<file path="config.mk">
export PLATFORM = sky130hd
export DESIGN_NAME = byte_offset_to_chs_with_trim_flat
export DESIGN_NICKNAME = d
export VERILOG_FILES = /design/src/rtl/bo2chs_pkg.sv /design/src/rtl/bo2chs_in_if.sv /design/src/rtl/bo2chs_out_if.sv /design/src/rtl/bo2chs_cfg_if.sv /design/src/rtl/bo2chs_cfg_regs.sv /design/src/rtl/bo2chs_div_pipe.sv /design/src/rtl/bo2chs_post.sv /design/src/rtl/byte_offset_to_chs_with_trim.sv /design/src/flat_wrapper.sv
export VERILOG_INCLUDE_DIRS = /design/src /design/src/rtl
export SDC_FILE = /design/constraint.sdc
export NUM_CORES = 1
export LEC_CHECK = 0
export ABC_AREA = 1
export BUFFER_PORTS_ARGS = -buffer_cell sky130_fd_sc_hd__buf_2
export CAP_MARGIN = 20
export CORE_ASPECT_RATIO = 0.5
export CORE_MARGIN = 5
export CORE_UTILIZATION = 60
export DETAILED_ROUTE_END_ITERATION = 8
export PLACE_DENSITY = 0.86
export SLEW_MARGIN = 20
export SYNTH_ARGS = -nofsm -noshare
export SYNTH_HDL_FRONTEND = slang
export SYNTH_SLANG_ARGS = --single-unit
</file>
<file path="constraint.sdc">
create_clock -name clk -period 29.1 [get_ports clk]
set_input_delay 2.91 -clock clk [delete_from_list [all_inputs] [get_ports clk]]
set_output_delay 2.91 -clock clk [all_outputs]
set_load 0.01 [all_outputs]
</file>
<file path="src/rtl/assert_macros.svh">
`ifndef ASSERT_MACROS_SVH
`define ASSERT_MACROS_SVH

// clocked check, switched off while reset is held
`define CHK_RST(label, prop, msg) \
  label: assert property (@(posedge clk) disable iff (!rst_n) prop) else $error(msg);

// clocked check that holds through reset as well
`define CHK_ALWAYS(label, prop, msg) \
  label: assert property (@(posedge clk) prop) else $error(msg);

`endif

</file>
<file path="src/rtl/bo2chs_pkg.sv">
package bo2chs_pkg;

  localparam int CFG_ADDR_W = 4;
  localparam int CFG_DATA_W = 8;

  localparam logic [CFG_ADDR_W-1:0] REG_SECTOR_SIZE_CODE   = 4'd0;
  localparam logic [CFG_ADDR_W-1:0] REG_SECTORS_PER_TRACK  = 4'd1;
  localparam logic [CFG_ADDR_W-1:0] REG_HEAD_COUNT         = 4'd2;
  localparam logic [CFG_ADDR_W-1:0] REG_STEPS_PER_CYLINDER = 4'd3;

  localparam int LEN_W          = 24;
  localparam int BASE_SHIFT     = 7;   // 128 byte sectors at code zero
  localparam int CODE_W         = 2;
  localparam int CODE_SHIFT_MAX = 3;
  localparam int SPT_W          = 6;
  localparam int CYL_W          = 8;
  localparam int SEEK_W         = 9;
  localparam int DIV_STEP       = 4;   // quotient bits per divider stage

  localparam logic [CODE_W-1:0] RST_SIZE_CODE = 2'd2;
  localparam logic [SPT_W-1:0]  RST_SPT       = 6'd18;
  localparam logic              RST_HEADS2    = 1'b1;
  localparam logic              RST_STEPS2    = 1'b0;

  // geometry as the datapath sees it, already clamped to legal values
  typedef struct packed {
    logic [CODE_W-1:0] size_code;
    logic [SPT_W-1:0]  spt;
    logic              heads2;
    logic              steps2;
  } geom_t;

endpackage

</file>
<file path="src/rtl/bo2chs_in_if.sv">
interface bo2chs_in_if #(
  parameter int OFFSET_BITS = 24
) ();
  logic                           valid;
  logic                           ready;
  logic [OFFSET_BITS-1:0]         byte_offset;
  logic [bo2chs_pkg::LEN_W-1:0]   transfer_length;

  modport source (output valid, byte_offset, transfer_length, input ready);
  modport sink (input valid, byte_offset, transfer_length, output ready);
endinterface

</file>
<file path="src/rtl/bo2chs_out_if.sv">
interface bo2chs_out_if ();
  logic                            valid;
  logic                            ready;
  logic [bo2chs_pkg::CYL_W-1:0]    cylinder;
  logic                            head;
  logic [bo2chs_pkg::SPT_W-1:0]    sector;
  logic [bo2chs_pkg::SEEK_W-1:0]   seek_track;
  logic [bo2chs_pkg::LEN_W-1:0]    trimmed_length;
  logic                            was_trimmed;
  logic                            out_of_range;

  modport source (output valid, cylinder, head, sector, seek_track, trimmed_length,
                  was_trimmed, out_of_range, input ready);
  modport sink (input valid, cylinder, head, sector, seek_track, trimmed_length,
                was_trimmed, out_of_range, output ready);
endinterface

</file>
<file path="src/rtl/bo2chs_cfg_if.sv">
interface bo2chs_cfg_if ();
  logic                                valid;
  logic                                ready;
  logic [bo2chs_pkg::CFG_ADDR_W-1:0]   addr;
  logic [bo2chs_pkg::CFG_DATA_W-1:0]   data;

  modport source (output valid, addr, data, input ready);
  modport sink (input valid, addr, data, output ready);
endinterface

</file>
<file path="src/rtl/bo2chs_cfg_regs.sv">
module bo2chs_cfg_regs (
  input  logic                clk,
  input  logic                rst_n,
  bo2chs_cfg_if.sink          cfg_ch,
  output bo2chs_pkg::geom_t   geom
);

  logic [bo2chs_pkg::CODE_W-1:0] size_code_r;
  logic [bo2chs_pkg::SPT_W-1:0]  spt_r;
  logic                          heads2_r;
  logic                          steps2_r;
  logic                          wr;
  logic [bo2chs_pkg::SPT_W-1:0]  spt_wr;

  assign cfg_ch.ready = 1'b1;
  assign wr = cfg_ch.valid && cfg_ch.ready;

  // zero sectors per track counts as one
  assign spt_wr = (cfg_ch.data[bo2chs_pkg::SPT_W-1:0] == '0) ?
                  bo2chs_pkg::SPT_W'(1) : cfg_ch.data[bo2chs_pkg::SPT_W-1:0];

  always_ff @(posedge clk) begin
    if (!rst_n) begin
      size_code_r <= bo2chs_pkg::RST_SIZE_CODE;
      spt_r       <= bo2chs_pkg::RST_SPT;
      heads2_r    <= bo2chs_pkg::RST_HEADS2;
      steps2_r    <= bo2chs_pkg::RST_STEPS2;
    end else if (wr) begin
      case (cfg_ch.addr)
        bo2chs_pkg::REG_SECTOR_SIZE_CODE: begin
          size_code_r <= cfg_ch.data[bo2chs_pkg::CODE_W-1:0];
        end
        bo2chs_pkg::REG_SECTORS_PER_TRACK: begin
          spt_r <= spt_wr;
        end
        // codes two and three both mean two, zero and one mean one
        bo2chs_pkg::REG_HEAD_COUNT: begin
          heads2_r <= cfg_ch.data[1];
        end
        bo2chs_pkg::REG_STEPS_PER_CYLINDER: begin
          steps2_r <= cfg_ch.data[1];
        end
        default: begin
        end
      endcase
    end
  end

  assign geom.size_code = size_code_r;
  assign geom.spt       = spt_r;
  assign geom.heads2    = heads2_r;
  assign geom.steps2    = steps2_r;

endmodule

</file>
<file path="src/rtl/bo2chs_div_pipe.sv">
module bo2chs_div_pipe #(
  parameter int DW     = 17,
  parameter int SIDE_W = 65
) (
  input  logic                          clk,
  input  logic                          rst_n,
  input  logic [bo2chs_pkg::SPT_W-1:0]  divisor,
  input  logic                          in_valid,
  output logic                          in_ready,
  input  logic [DW-1:0]                 in_num,
  input  logic [SIDE_W-1:0]             in_side,
  output logic                          out_valid,
  input  logic                          out_ready,
  output logic [DW-1:0]                 out_quo,
  output logic [bo2chs_pkg::SPT_W-1:0]  out_rem,
  output logic [SIDE_W-1:0]             out_side
);

  localparam int STEP = bo2chs_pkg::DIV_STEP;
  localparam int NSTG = (DW + STEP - 1) / STEP;
  localparam int PW   = NSTG * STEP;
  localparam int RW   = bo2chs_pkg::SPT_W;

  logic              v_r    [NSTG];
  logic [RW-1:0]     rem_r  [NSTG];
  logic [PW-1:0]     num_r  [NSTG];
  logic [PW-1:0]     quo_r  [NSTG];
  logic [SIDE_W-1:0] side_r [NSTG];
  logic              en     [NSTG+1];

  assign en[NSTG] = out_ready;

  for (genvar s = 0; s < NSTG; s++) begin : g_stg
    logic              v_in;
    logic [RW-1:0]     rem_in;
    logic [PW-1:0]     num_in;
    logic [PW-1:0]     quo_in;
    logic [SIDE_W-1:0] side_in;
    logic [RW-1:0]     rem_nxt;
    logic [PW-1:0]     num_nxt;
    logic [PW-1:0]     quo_nxt;

    if (s == 0) begin : g_first
      assign v_in    = in_valid;
      assign rem_in  = '0;
      assign num_in  = PW'(in_num);
      assign quo_in  = '0;
      assign side_in = in_side;
    end else begin : g_next
      assign v_in    = v_r[s-1];
      assign rem_in  = rem_r[s-1];
      assign num_in  = num_r[s-1];
      assign quo_in  = quo_r[s-1];
      assign side_in = side_r[s-1];
    end

    assign en[s] = !v_r[s] || en[s+1];

    // restoring division, four quotient bits per stage
    always_comb begin : blk_div
      logic [RW:0] trial;
      rem_nxt = rem_in;
      num_nxt = num_in;
      quo_nxt = quo_in;
      trial   = '0;
      for (int b = 0; b < STEP; b++) begin
        trial   = {rem_nxt, num_nxt[PW-1]};
        num_nxt = {num_nxt[PW-2:0], 1'b0};
        if (trial >= {1'b0, divisor}) begin
          rem_nxt = RW'(trial - {1'b0, divisor});
          quo_nxt = {quo_nxt[PW-2:0], 1'b1};
        end else begin
          rem_nxt = trial[RW-1:0];
          quo_nxt = {quo_nxt[PW-2:0], 1'b0};
        end
      end
    end

    always_ff @(posedge clk) begin
      if (!rst_n) begin
        v_r[s] <= 1'b0;
      end else if (en[s]) begin
        v_r[s] <= v_in;
      end
    end

    always_ff @(posedge clk) begin
      if (en[s]) begin
        rem_r[s]  <= rem_nxt;
        num_r[s]  <= num_nxt;
        quo_r[s]  <= quo_nxt;
        side_r[s] <= side_in;
      end
    end
  end

  assign in_ready  = en[0];
  assign out_valid = v_r[NSTG-1];
  assign out_quo   = quo_r[NSTG-1][DW-1:0];
  assign out_rem   = rem_r[NSTG-1];
  assign out_side  = side_r[NSTG-1];

endmodule

</file>
<file path="src/rtl/bo2chs_post.sv">
module bo2chs_post #(
  parameter int OFFSET_BITS = 24
) (
  input  logic                                       clk,
  input  logic                                       rst_n,
  input  bo2chs_pkg::geom_t                          geom,
  input  logic                                       in_valid,
  output logic                                       in_ready,
  input  logic [OFFSET_BITS-bo2chs_pkg::BASE_SHIFT-1:0] quo,
  input  logic [bo2chs_pkg::SPT_W-1:0]               rem,
  input  logic [OFFSET_BITS-bo2chs_pkg::BASE_SHIFT-1:0] lsec,
  input  logic [OFFSET_BITS-1:0]                     off,
  input  logic [bo2chs_pkg::LEN_W-1:0]               len,
  bo2chs_out_if.source                               out_ch
);

  localparam int OB    = OFFSET_BITS;
  localparam int LW    = OB - bo2chs_pkg::BASE_SHIFT;
  localparam int RW    = bo2chs_pkg::SPT_W;
  localparam int LEN_W = bo2chs_pkg::LEN_W;
  localparam int CYL_W = bo2chs_pkg::CYL_W;
  localparam int CE_W  = LW + 1 + bo2chs_pkg::BASE_SHIFT + bo2chs_pkg::CODE_SHIFT_MAX;
  localparam int SUM_W = ((OB > LEN_W) ? OB : LEN_W) + 1;

  // stage a: cylinder, head, sector and end of cylinder in sectors
  logic              va_r;
  logic [LW-1:0]     cyl_a_r;
  logic              hd_a_r;
  logic [RW-1:0]     sec_a_r;
  logic [LW:0]       ce_sec_a_r;
  logic [OB-1:0]     off_a_r;
  logic [LEN_W-1:0]  len_a_r;

  // stage b: byte positions and saturated cylinder
  logic              vb_r;
  logic [CE_W-1:0]   ce_b_r;
  logic [SUM_W-1:0]  end_pos_b_r;
  logic [LEN_W-1:0]  diff_b_r;
  logic [LEN_W-1:0]  len_b_r;
  logic [CYL_W-1:0]  rcyl_b_r;
  logic              oor_b_r;
  logic [bo2chs_pkg::SEEK_W-1:0] seek_b_r;
  logic              hd_b_r;
  logic [RW-1:0]     sec_b_r;

  // stage c: output register
  logic              vc_r;
  logic [CYL_W-1:0]  cyl_c_r;
  logic              hd_c_r;
  logic [RW-1:0]     sec_c_r;
  logic [bo2chs_pkg::SEEK_W-1:0] seek_c_r;
  logic [LEN_W-1:0]  tlen_c_r;
  logic              trim_c_r;
  logic              oor_c_r;

  logic              en_a;
  logic              en_b;
  logic              en_c;

  logic              hd_nxt;
  logic [LW-1:0]     cyl_nxt;
  logic [RW:0]       per_cyl;
  logic [RW:0]       hd_spt;
  logic [RW:0]       tail;
  logic [LW:0]       ce_sec_nxt;
  logic [RW-1:0]     sec_nxt;

  logic [CE_W-1:0]   ce_nxt;
  logic [SUM_W-1:0]  end_pos_nxt;
  logic [LEN_W-1:0]  diff_nxt;
  logic              oor_nxt;
  logic [CYL_W-1:0]  rcyl_nxt;
  logic [bo2chs_pkg::SEEK_W-1:0] seek_nxt;

  logic              trim_nxt;
  logic [LEN_W-1:0]  tlen_nxt;

  assign en_c     = !vc_r || out_ch.ready;
  assign en_b     = !vb_r || en_c;
  assign en_a     = !va_r || en_b;
  assign in_ready = en_a;

  // start of this cylinder is lsec minus (hd * spt + rem); add one cylinder on top
  assign hd_nxt     = geom.heads2 & quo[0];
  assign cyl_nxt    = geom.heads2 ? (quo >> 1) : quo;
  assign per_cyl    = geom.heads2 ? {geom.spt, 1'b0} : {1'b0, geom.spt};
  assign hd_spt     = hd_nxt ? {1'b0, geom.spt} : '0;
  assign tail       = per_cyl - hd_spt - {1'b0, rem};
  assign ce_sec_nxt = (LW+1)'(lsec) + (LW+1)'(tail);
  assign sec_nxt    = rem + RW'(1);

  assign ce_nxt = CE_W'({ce_sec_a_r, {bo2chs_pkg::BASE_SHIFT{1'b0}}}) << geom.size_code;
  assign end_pos_nxt = SUM_W'(off_a_r) + SUM_W'(len_a_r);
  assign diff_nxt    = LEN_W'(ce_nxt - CE_W'(off_a_r));
  assign oor_nxt     = |cyl_a_r[LW-1:CYL_W];
  assign rcyl_nxt    = oor_nxt ? '1 : cyl_a_r[CYL_W-1:0];
  assign seek_nxt    = geom.steps2 ? {rcyl_nxt, 1'b0} : {1'b0, rcyl_nxt};

  // ending exactly on the boundary is no cut
  assign trim_nxt = CE_W'(end_pos_b_r) > ce_b_r;
  assign tlen_nxt = trim_nxt ? diff_b_r : len_b_r;

  always_ff @(posedge clk) begin
    if (!rst_n) begin
      va_r <= 1'b0;
      vb_r <= 1'b0;
      vc_r <= 1'b0;
    end else begin
      if (en_a) begin
        va_r <= in_valid;
      end
      if (en_b) begin
        vb_r <= va_r;
      end
      if (en_c) begin
        vc_r <= vb_r;
      end
    end
  end

  always_ff @(posedge clk) begin
    if (en_a) begin
      cyl_a_r    <= cyl_nxt;
      hd_a_r     <= hd_nxt;
      sec_a_r    <= sec_nxt;
      ce_sec_a_r <= ce_sec_nxt;
      off_a_r    <= off;
      len_a_r    <= len;
    end
    if (en_b) begin
      ce_b_r      <= ce_nxt;
      end_pos_b_r <= end_pos_nxt;
      diff_b_r    <= diff_nxt;
      len_b_r     <= len_a_r;
      rcyl_b_r    <= rcyl_nxt;
      oor_b_r     <= oor_nxt;
      seek_b_r    <= seek_nxt;
      hd_b_r      <= hd_a_r;
      sec_b_r     <= sec_a_r;
    end
    if (en_c) begin
      cyl_c_r  <= rcyl_b_r;
      hd_c_r   <= hd_b_r;
      sec_c_r  <= sec_b_r;
      seek_c_r <= seek_b_r;
      tlen_c_r <= tlen_nxt;
      trim_c_r <= trim_nxt;
      oor_c_r  <= oor_b_r;
    end
  end

  assign out_ch.valid          = vc_r;
  assign out_ch.cylinder       = cyl_c_r;
  assign out_ch.head           = hd_c_r;
  assign out_ch.sector         = sec_c_r;
  assign out_ch.seek_track     = seek_c_r;
  assign out_ch.trimmed_length = tlen_c_r;
  assign out_ch.was_trimmed    = trim_c_r;
  assign out_ch.out_of_range   = oor_c_r;

endmodule

</file>
<file path="src/rtl/byte_offset_to_chs_with_trim.sv">
// Byte offset to cylinder/head/sector translation with a trim at the cylinder end.
// in_ch takes a byte offset and a transfer length, out_ch gives cylinder (saturated
// at 255 with out_of_range), head, one-based sector, seek track and the length cut
// so the transfer stops at the end of the starting cylinder (was_trimmed).
// cfg_ch writes the geometry registers by index: sector size code, sectors per
// track, head count, steps per cylinder; cfg_ch.ready is always high. Write them
// only while no item is in flight.
// Items pass the input register, the divider stages and post stages a, b and c;
// the divider by sectors per track resolves four quotient bits per stage and sets
// the depth. One item is accepted per cycle unless a full pipeline stalls in_ch.
// Reset clears every valid bit and loads the default geometry: 512 byte sectors,
// 18 sectors per track, two heads, one step per cylinder.
// When out_ch stalls, items keep moving into empty stages behind the output
// register; in_ch.ready drops only once the whole pipeline is full.
module byte_offset_to_chs_with_trim #(
  parameter int OFFSET_BITS = 24
) (
  input  logic          clk,
  input  logic          rst_n,
  bo2chs_in_if.sink     in_ch,
  bo2chs_out_if.source  out_ch,
  bo2chs_cfg_if.sink    cfg_ch
);

  `include "assert_macros.svh"

  localparam int OB     = OFFSET_BITS;
  localparam int LW     = OB - bo2chs_pkg::BASE_SHIFT;
  localparam int LEN_W  = bo2chs_pkg::LEN_W;
  localparam int SIDE_W = OB + LEN_W + LW;

  bo2chs_pkg::geom_t  geom;

  logic               v_f_r;
  logic [OB-1:0]      off_f_r;
  logic [LEN_W-1:0]   len_f_r;
  logic [LW-1:0]      lsec_f_r;
  logic               en_f;
  logic [3:0]         shamt;
  logic [LW-1:0]      lsec_nxt;

  logic               div_in_ready;
  logic               div_out_valid;
  logic [LW-1:0]      div_quo;
  logic [bo2chs_pkg::SPT_W-1:0] div_rem;
  logic [SIDE_W-1:0]  div_side;
  logic               post_ready;

  bo2chs_cfg_regs u_cfg (
    .clk    (clk),
    .rst_n  (rst_n),
    .cfg_ch (cfg_ch),
    .geom   (geom)
  );

  // logical sector from the byte offset
  assign shamt    = 4'(bo2chs_pkg::BASE_SHIFT) + 4'(geom.size_code);
  assign lsec_nxt = LW'(in_ch.byte_offset >> shamt);

  assign en_f        = !v_f_r || div_in_ready;
  assign in_ch.ready = en_f;

  always_ff @(posedge clk) begin
    if (!rst_n) begin
      v_f_r <= 1'b0;
    end else if (en_f) begin
      v_f_r <= in_ch.valid;
    end
  end

  always_ff @(posedge clk) begin
    if (en_f) begin
      off_f_r  <= in_ch.byte_offset;
      len_f_r  <= in_ch.transfer_length;
      lsec_f_r <= lsec_nxt;
    end
  end

  bo2chs_div_pipe #(
    .DW     (LW),
    .SIDE_W (SIDE_W)
  ) u_div (
    .clk       (clk),
    .rst_n     (rst_n),
    .divisor   (geom.spt),
    .in_valid  (v_f_r),
    .in_ready  (div_in_ready),
    .in_num    (lsec_f_r),
    .in_side   ({off_f_r, len_f_r, lsec_f_r}),
    .out_valid (div_out_valid),
    .out_ready (post_ready),
    .out_quo   (div_quo),
    .out_rem   (div_rem),
    .out_side  (div_side)
  );

  bo2chs_post #(
    .OFFSET_BITS (OB)
  ) u_post (
    .clk      (clk),
    .rst_n    (rst_n),
    .geom     (geom),
    .in_valid (div_out_valid),
    .in_ready (post_ready),
    .quo      (div_quo),
    .rem      (div_rem),
    .lsec     (div_side[LW-1:0]),
    .off      (div_side[SIDE_W-1 -: OB]),
    .len      (div_side[LW +: LEN_W]),
    .out_ch   (out_ch)
  );

  `CHK_ALWAYS(a_rst_clears, !rst_n |=> (!out_ch.valid && !v_f_r), "valid left set by reset")
  `CHK_RST(a_accept_lands, (in_ch.valid && in_ch.ready) |=> v_f_r, "accepted item dropped")
  `CHK_RST(a_sat_cyl, (out_ch.valid && out_ch.out_of_range) |-> (out_ch.cylinder == 8'hFF), "cylinder not saturated")
  `CHK_RST(a_trim_len, (out_ch.valid && out_ch.was_trimmed) |-> (out_ch.trimmed_length != '0), "cut length is zero")
  `CHK_RST(a_seek, out_ch.valid |-> ((out_ch.seek_track == 9'(out_ch.cylinder)) || (out_ch.seek_track == (9'(out_ch.cylinder) << 1))), "seek track mismatch")
  `CHK_RST(a_sector, out_ch.valid |-> (out_ch.sector != '0), "sector number zero")

endmodule

</file>
<file path="src/flat_wrapper.sv">
// flat-port wrapper written by rule: the top's interface ports become plain ports
module byte_offset_to_chs_with_trim_flat 
#(
  parameter int OFFSET_BITS = 24
)
  (clk, rst_n, in_ch_valid, in_ch_byte_offset, in_ch_transfer_length, in_ch_ready, out_ch_valid, out_ch_cylinder, out_ch_head, out_ch_sector, out_ch_seek_track, out_ch_trimmed_length, out_ch_was_trimmed, out_ch_out_of_range, out_ch_ready, cfg_ch_valid, cfg_ch_addr, cfg_ch_data, cfg_ch_ready);
  bo2chs_in_if #(.OFFSET_BITS(OFFSET_BITS)) in_ch_i ();
  bo2chs_out_if out_ch_i ();
  bo2chs_cfg_if cfg_ch_i ();
  input  logic clk;
  input  logic rst_n;
  input wire logic [$bits(in_ch_i.valid)-1:0] in_ch_valid;
  input wire logic [$bits(in_ch_i.byte_offset)-1:0] in_ch_byte_offset;
  input wire logic [$bits(in_ch_i.transfer_length)-1:0] in_ch_transfer_length;
  output wire logic [$bits(in_ch_i.ready)-1:0] in_ch_ready;
  output wire logic [$bits(out_ch_i.valid)-1:0] out_ch_valid;
  output wire logic [$bits(out_ch_i.cylinder)-1:0] out_ch_cylinder;
  output wire logic [$bits(out_ch_i.head)-1:0] out_ch_head;
  output wire logic [$bits(out_ch_i.sector)-1:0] out_ch_sector;
  output wire logic [$bits(out_ch_i.seek_track)-1:0] out_ch_seek_track;
  output wire logic [$bits(out_ch_i.trimmed_length)-1:0] out_ch_trimmed_length;
  output wire logic [$bits(out_ch_i.was_trimmed)-1:0] out_ch_was_trimmed;
  output wire logic [$bits(out_ch_i.out_of_range)-1:0] out_ch_out_of_range;
  input wire logic [$bits(out_ch_i.ready)-1:0] out_ch_ready;
  input wire logic [$bits(cfg_ch_i.valid)-1:0] cfg_ch_valid;
  input wire logic [$bits(cfg_ch_i.addr)-1:0] cfg_ch_addr;
  input wire logic [$bits(cfg_ch_i.data)-1:0] cfg_ch_data;
  output wire logic [$bits(cfg_ch_i.ready)-1:0] cfg_ch_ready;
  assign in_ch_i.valid = in_ch_valid;
  assign in_ch_i.byte_offset = in_ch_byte_offset;
  assign in_ch_i.transfer_length = in_ch_transfer_length;
  assign in_ch_ready = in_ch_i.ready;
  assign out_ch_valid = out_ch_i.valid;
  assign out_ch_cylinder = out_ch_i.cylinder;
  assign out_ch_head = out_ch_i.head;
  assign out_ch_sector = out_ch_i.sector;
  assign out_ch_seek_track = out_ch_i.seek_track;
  assign out_ch_trimmed_length = out_ch_i.trimmed_length;
  assign out_ch_was_trimmed = out_ch_i.was_trimmed;
  assign out_ch_out_of_range = out_ch_i.out_of_range;
  assign out_ch_i.ready = out_ch_ready;
  assign cfg_ch_i.valid = cfg_ch_valid;
  assign cfg_ch_i.addr = cfg_ch_addr;
  assign cfg_ch_i.data = cfg_ch_data;
  assign cfg_ch_ready = cfg_ch_i.ready;
  byte_offset_to_chs_with_trim #(.OFFSET_BITS(OFFSET_BITS)) u_core (.clk(clk), .rst_n(rst_n), .in_ch(in_ch_i), .out_ch(out_ch_i), .cfg_ch(cfg_ch_i));
endmodule
</file>
[Yosys cells after proc, flatten, opt, wreduce, memory -nomap -nowiden]
Memories as Yosys holds them, arrays and structs flattened.
Index checks and enable logic that the tools add are counted.
Storage, ports and cells
  bits in latches: 0
  RAM bits: 540
  memories kept: 5
  logic and storage cells: 198
  input port bits: 65
  bits in read-only memories: 0
  bits in registers: 345
  output and inout port bits: 53
Memory list
  u_core.u_div.side_r: depth 5, bits a word 65, rd ports 5, clocked after memory_dff 0, wr ports 5, RTL line bo2chs_div_pipe.sv:28  | logic [SIDE_W-1:0] side_r [NSTG];
  u_core.u_div.quo_r: depth 5, bits a word 20, rd ports 5, clocked after memory_dff 0, wr ports 5, RTL line bo2chs_div_pipe.sv:27  | logic [PW-1:0] quo_r [NSTG];
  u_core.u_div.num_r: depth 5, bits a word 16, rd ports 4, clocked after memory_dff 0, wr ports 5, RTL line bo2chs_div_pipe.sv:26  | logic [PW-1:0] num_r [NSTG];
  u_core.u_div.rem_r: depth 5, bits a word 6, rd ports 5, clocked after memory_dff 0, wr ports 5, RTL line bo2chs_div_pipe.sv:25  | logic [RW-1:0] rem_r [NSTG];
  u_core.u_div.v_r: depth 5, bits a word 1, rd ports 5, clocked after memory_dff 0, wr ports 5, RTL line bo2chs_div_pipe.sv:24  | logic v_r [NSTG];
Operators by class
  multipliers: 0
  equality and inequality tests: 3
  mux-type cells: 73
  shift operators: 2
  divide/modulo/power cells: 0
  add/sub/neg operators: 27
  $lt $le $gt $ge: 21
  reduce and logical (&&, ||, !) cells: 25
  bitwise gates (word level): 6
Operators by type and width (number)
  $ge 7x6->1: 19
  $mux 6: 22
  $sub 6x6->6: 19
  $mux 1: 46
  $gt 25x28->1: 1
  $shl 25x2->28: 1
  $add 24x24->25: 1
  $mux 24: 1
  $shr 24x4->17: 1
  $sub 24x24->24: 1
  $add 17x7->18: 1
  $mux 16: 1
  $mux 8: 2
  $sub 7x6->7: 2
  $logic_not 1->1: 9
  $logic_or 1x1->1: 9
  $reduce_or 9->1: 1
  $eq 4x2->1 const B: 2
  $reduce_and 2->1: 4
  $mux 7: 1
  $add 6x1->6 const B: 1
  $ge 1x6->1 const A: 1
  $logic_not 6->1: 1
  $sub 1x6->6 const A: 1
  5 further kinds: 9

[Logic depth before layout (Yosys ltp)]
  word-level depth: 13
  gate-level depth with buffers: 47
  depth with buffers taken out: 46

[By module]
A second synthesis with hierarchy kept.
Unflattened totals
  cell total of the unflattened synthesis: 3100
  area total of the unflattened synthesis: 36442.5 um^2
Modules (own cells, without submodules)
  bo2chs_div_pipe: cells each 1515, area each 19890.3 um^2, seq. area each 13352.8 um^2, instances 1
  bo2chs_post: cells each 1333, area each 13529.2 um^2, seq. area each 7837.5 um^2, instances 1
  byte_offset_to_chs_with_trim: cells each 175, area each 2488.6 um^2, seq. area each 1971.9 um^2, instances 1
  bo2chs_cfg_regs: cells each 77, area each 534.3 um^2, seq. area each 200.2 um^2, instances 1

[Least setup slack after synthesis]
OpenSTA, ideal clock, no wires.
  kind: input to output
  start: in out_ch_ready
  end: out in_ch_ready
  data required time: 26190 ps
  stages: 14
  data arrival time: 12547 ps
  slack: 13643 ps
  path buffers: 0
  cell sequence: nor2_1 > inv_2 > nor2_1 > inv_2 > nor2_1 > inv_2 > nor2_2 > nand2_1 > nor2_2 > nand2_2 > inv_2 > nand2_1 > inv_2 > nand2_1
RTL lines
  start, declared: RTL line flat_wrapper.sv:24  | input wire logic [$bits(out_ch_i.ready)-1:0] out_ch_ready;
  end, declared: RTL line flat_wrapper.sv:15  | output wire logic [$bits(in_ch_i.ready)-1:0] in_ch_ready;

==> flow_summary.json <==
{
  "multi_input_area_sq_mm": 0.0105,
  "max-clock-path-buffers": 3,
  "dp_hpwl_um": 48200,
  "yosysSeqAreaShare_pct": 65.2,
  "yosys_most_used_dff": "edfxtp_1",
  "fin_crit_ps": 10540,
  "grt_pass1_wl_um": 120000,
  "drv_slew": 0,
  "outcome": "completed",
  "synth-async-reset-ratio_pct": 0,
  "cp_top_family": "buffers and inverters",
  "cp.arrival_ps": 7630,
  "vias": 21700,
  "start_util_pct": 60.9,
  "hold_buffers": 0,
  "avgSynthCellArea_sq_um": 12.4,
  "crit_buf_inv": 9,
  "grt_usage_pct": 24.9,
  "die_x_um": 347,
  "finalSetupViolations": 0,
  "reg2reg_depth": 40,
  "h-tree-depth": 2,
  "crit_start": "out_ch_ready",
  "gp_congestion": 0.894,
  "crit_chain": "buf_2 -> nor2_1 -> inv_2 -> buf_4 -> nor2_1 -> inv_4 -> nor2_1 -> clkinv_2 -> nor2_2 -> nand2_4 -> nor2_2 -> nand2_4 -> inv_2 -> nand2_4 -> inv_2 -> nand2_2 -> buf_4 -> buf_2",
  "critPathCapture": "in_ch_ready",
  "ctsResizeCount": 0,
  "numCtsBuffers": 61,
  "placed_area_sq_mm": 0.0355,
  "critPathKind": "primary input to output port",
  "r2r_start": "u_core.u_cfg.spt_r[2]",
  "hold_violations": 0,
  "place_inst": 3594,
  "grt_overflow": 0,
  "tritoncts_num_sinks": 743,
  "cp.depth": 18,
  "final_cells": 3711,
  "slew_headroom_pct": 22.7,
  "critPathMaxFanout": 73,
  "synth_edf_count": 728,
  "yosysTopAreaCell": "edfxtp_1",
  "drc": 0,
  "area_growth_pct": 10.8,
  "cp.required_ps": 26190,
  "regToRegSetupSlack_ps": 21610,
  "drtIter0Drc": 2653,
  "nets": 3177,
  "cap_viol_max_count": 0,
  "r2r-end": "u_core.u_div.rem_r[0][16]",
  "hold_start": "u_core.u_div.side_r[0][301]",
  "nFillCells": 3479,
  "ant_nets": 0,
  "rsz0062_at_grt": "no",
  "core-area_sq_mm": 0.0558,
  "io_buffers": 114,
  "hold_path.class": "register to register",
  "synth_area_leaders": "edfxtp_1 64%, ha_1 6.8%, nand2_1 6.2%, inv_1 3.4%, xor2_1 2.2%",
  "rows": 61,
  "wl_per_cell_um": 21.0,
  "synth_top_area_share_pct": 64.3,
  "cp-start-kind": "primary input",
  "layout-drive-gt1-share_pct": 11.4,
  "synth_cells": 2733,
  "worst_pin_slew_ps": 1160,
  "die_y_um": 178,
  "avgViaCountPerCell": 5.84,
  "regArea_sq_mm": 0.0222,
  "io_pins": 118,
  "critPathMaxStageDelay_ps": 770,
  "hold_depth": 0,
  "grt_max_degree": 83,
  "drt-pass1-iter-count": 6,
  "mappedNetlistArea_sq_mm": 0.0340,
  "die_area_sq_mm": 0.0618,
  "finalClockSkew_ps": 20.3,
  "post_cts_buffers": 0,
  "grt_pass1_vias": 21400,
  "wirelength_um": 78100,
  "hold-worst-slack_ps": 416,
  "yosysWarnings": 0,
  "synth_cell_types": 59,
  "clk_pin_slew_ps": 70,
  "max_freq_mhz": 94.9,
  "slowest_stage": "nand2_4",
  "cts_tree": "yes",
  "clockRootBuffer": "clkbuf_16",
  "design_area_sq_mm": 0.0377,
  "ys_seq_elements": 743,
  "timing.setup.tns_ps": 0,
  "cp-end-kind": "output port",
  "antenna_found_initial": 6,
  "worst_skew_pair.late_latency_ps": 610,
  "period_share_pct": 36.2
}
==> layout make-up <==
class                   instances  area share, %
flip-flops and latches        743           58.9
diodes                          5         0.0332
multi-input cells            1633           27.8
well taps                     756           2.51
clock inverters                45           1.49
repair buffers                133           1.89
inverters                     329           3.30
clock buffers                  67           4.17
==> cells by family (layout without fill, tap and decap cells) <==
family	Yosys count	after routing	share of synthesized area, %
AOI/OAI and AO/OA	318	318	5.33
muxes	33	33	0.972
buffers and inverters	358	574	4.09
other	2	8	0.0221
xor gates and xnor gates	135	135	3.48
adders and majority gates	211	211	8.32
and+or+nand+nor	933	933	12.6
DFF	743	743	65.2
==> per-layer routing <==
metal	routed length (um)	part of all wire, %	global-route usage, %	vias up
li1	-	-	-	9873
met1	29100	37	31.5	10300
met2	39100	50	44.4	1272
met3	6850	8.8	4.06	269
met4	3010	3.9	8.33	0
met5	0	0	0	-
==> cells in the final DEF (no fill, tap or decap), drive strengths merged, types with 12 or more instances in the layout <==
cell      n
clkbuf   67
inv     332
ha      186
mux2i    33
nor3     16
bufinv   12
a21oi   137
nand2   585
fa       25
xor2     84
dfxtp    15
nand4    34
o21ai   118
nor2    123
edfxtp  728
a21o     12
nand3   157
clkinv   28
buf     133
xnor2    51
==> cell usage after synthesis, types with 32 or more instances <==
cell type / n
a21oi_1: 132
edfxtp_1: 728
ha_1: 186
inv_1: 310
mux2i_1: 33
nand2_1: 565
nand3_1: 134
nand4_1: 32
nor2_1: 107
o21ai_0: 90
xnor2_1: 51
xor2_1: 84
==> sequential cells by signal (all words and copies together), names as in the netlist, 18 cells and up <==
name	cells
u_core.len_f_r	24
u_core.u_post.ce_b_r	21
u_core.u_div.side_r	325
u_core.u_post.diff_b_r	24
u_core.u_post.off_a_r	24
u_core.off_f_r	24
u_core.u_div.quo_r	45
u_core.u_post.len_b_r	24
u_core.u_post.out_ch.trimmed_length	24
u_core.u_post.end_pos_b_r	25
u_core.u_post.len_a_r	24
u_core.u_div.rem_r	30
u_core.u_post.ce_sec_a_r	18
==> per-stage QoR <==
stage	utilization, %	setup WS [ps]
after CTS	67.5	18580
after global routing	67.5	18230
after global placement	63.7	18830
final	67.5	18560
after floorplan	-	13640
after detailed placement	63.7	18670
==> worst min-delay path by stage <==
stage	to	slack (ps)
after floorplan	u_core.u_div.quo_r[0][24]	400
after global placement	u_core.u_div.side_r[0][5]	400
after detailed placement	u_core.u_div.quo_r[0][88]	400
after CTS	u_core.u_post.out_ch.cylinder[6]	410
after global routing	u_core.u_post.out_ch.cylinder[6]	410
final	u_core.u_post.off_a_r[0]	420
Power is not shown: default switching activity piles up to over one toggle a cycle in this logic, so the estimate is an artifact.
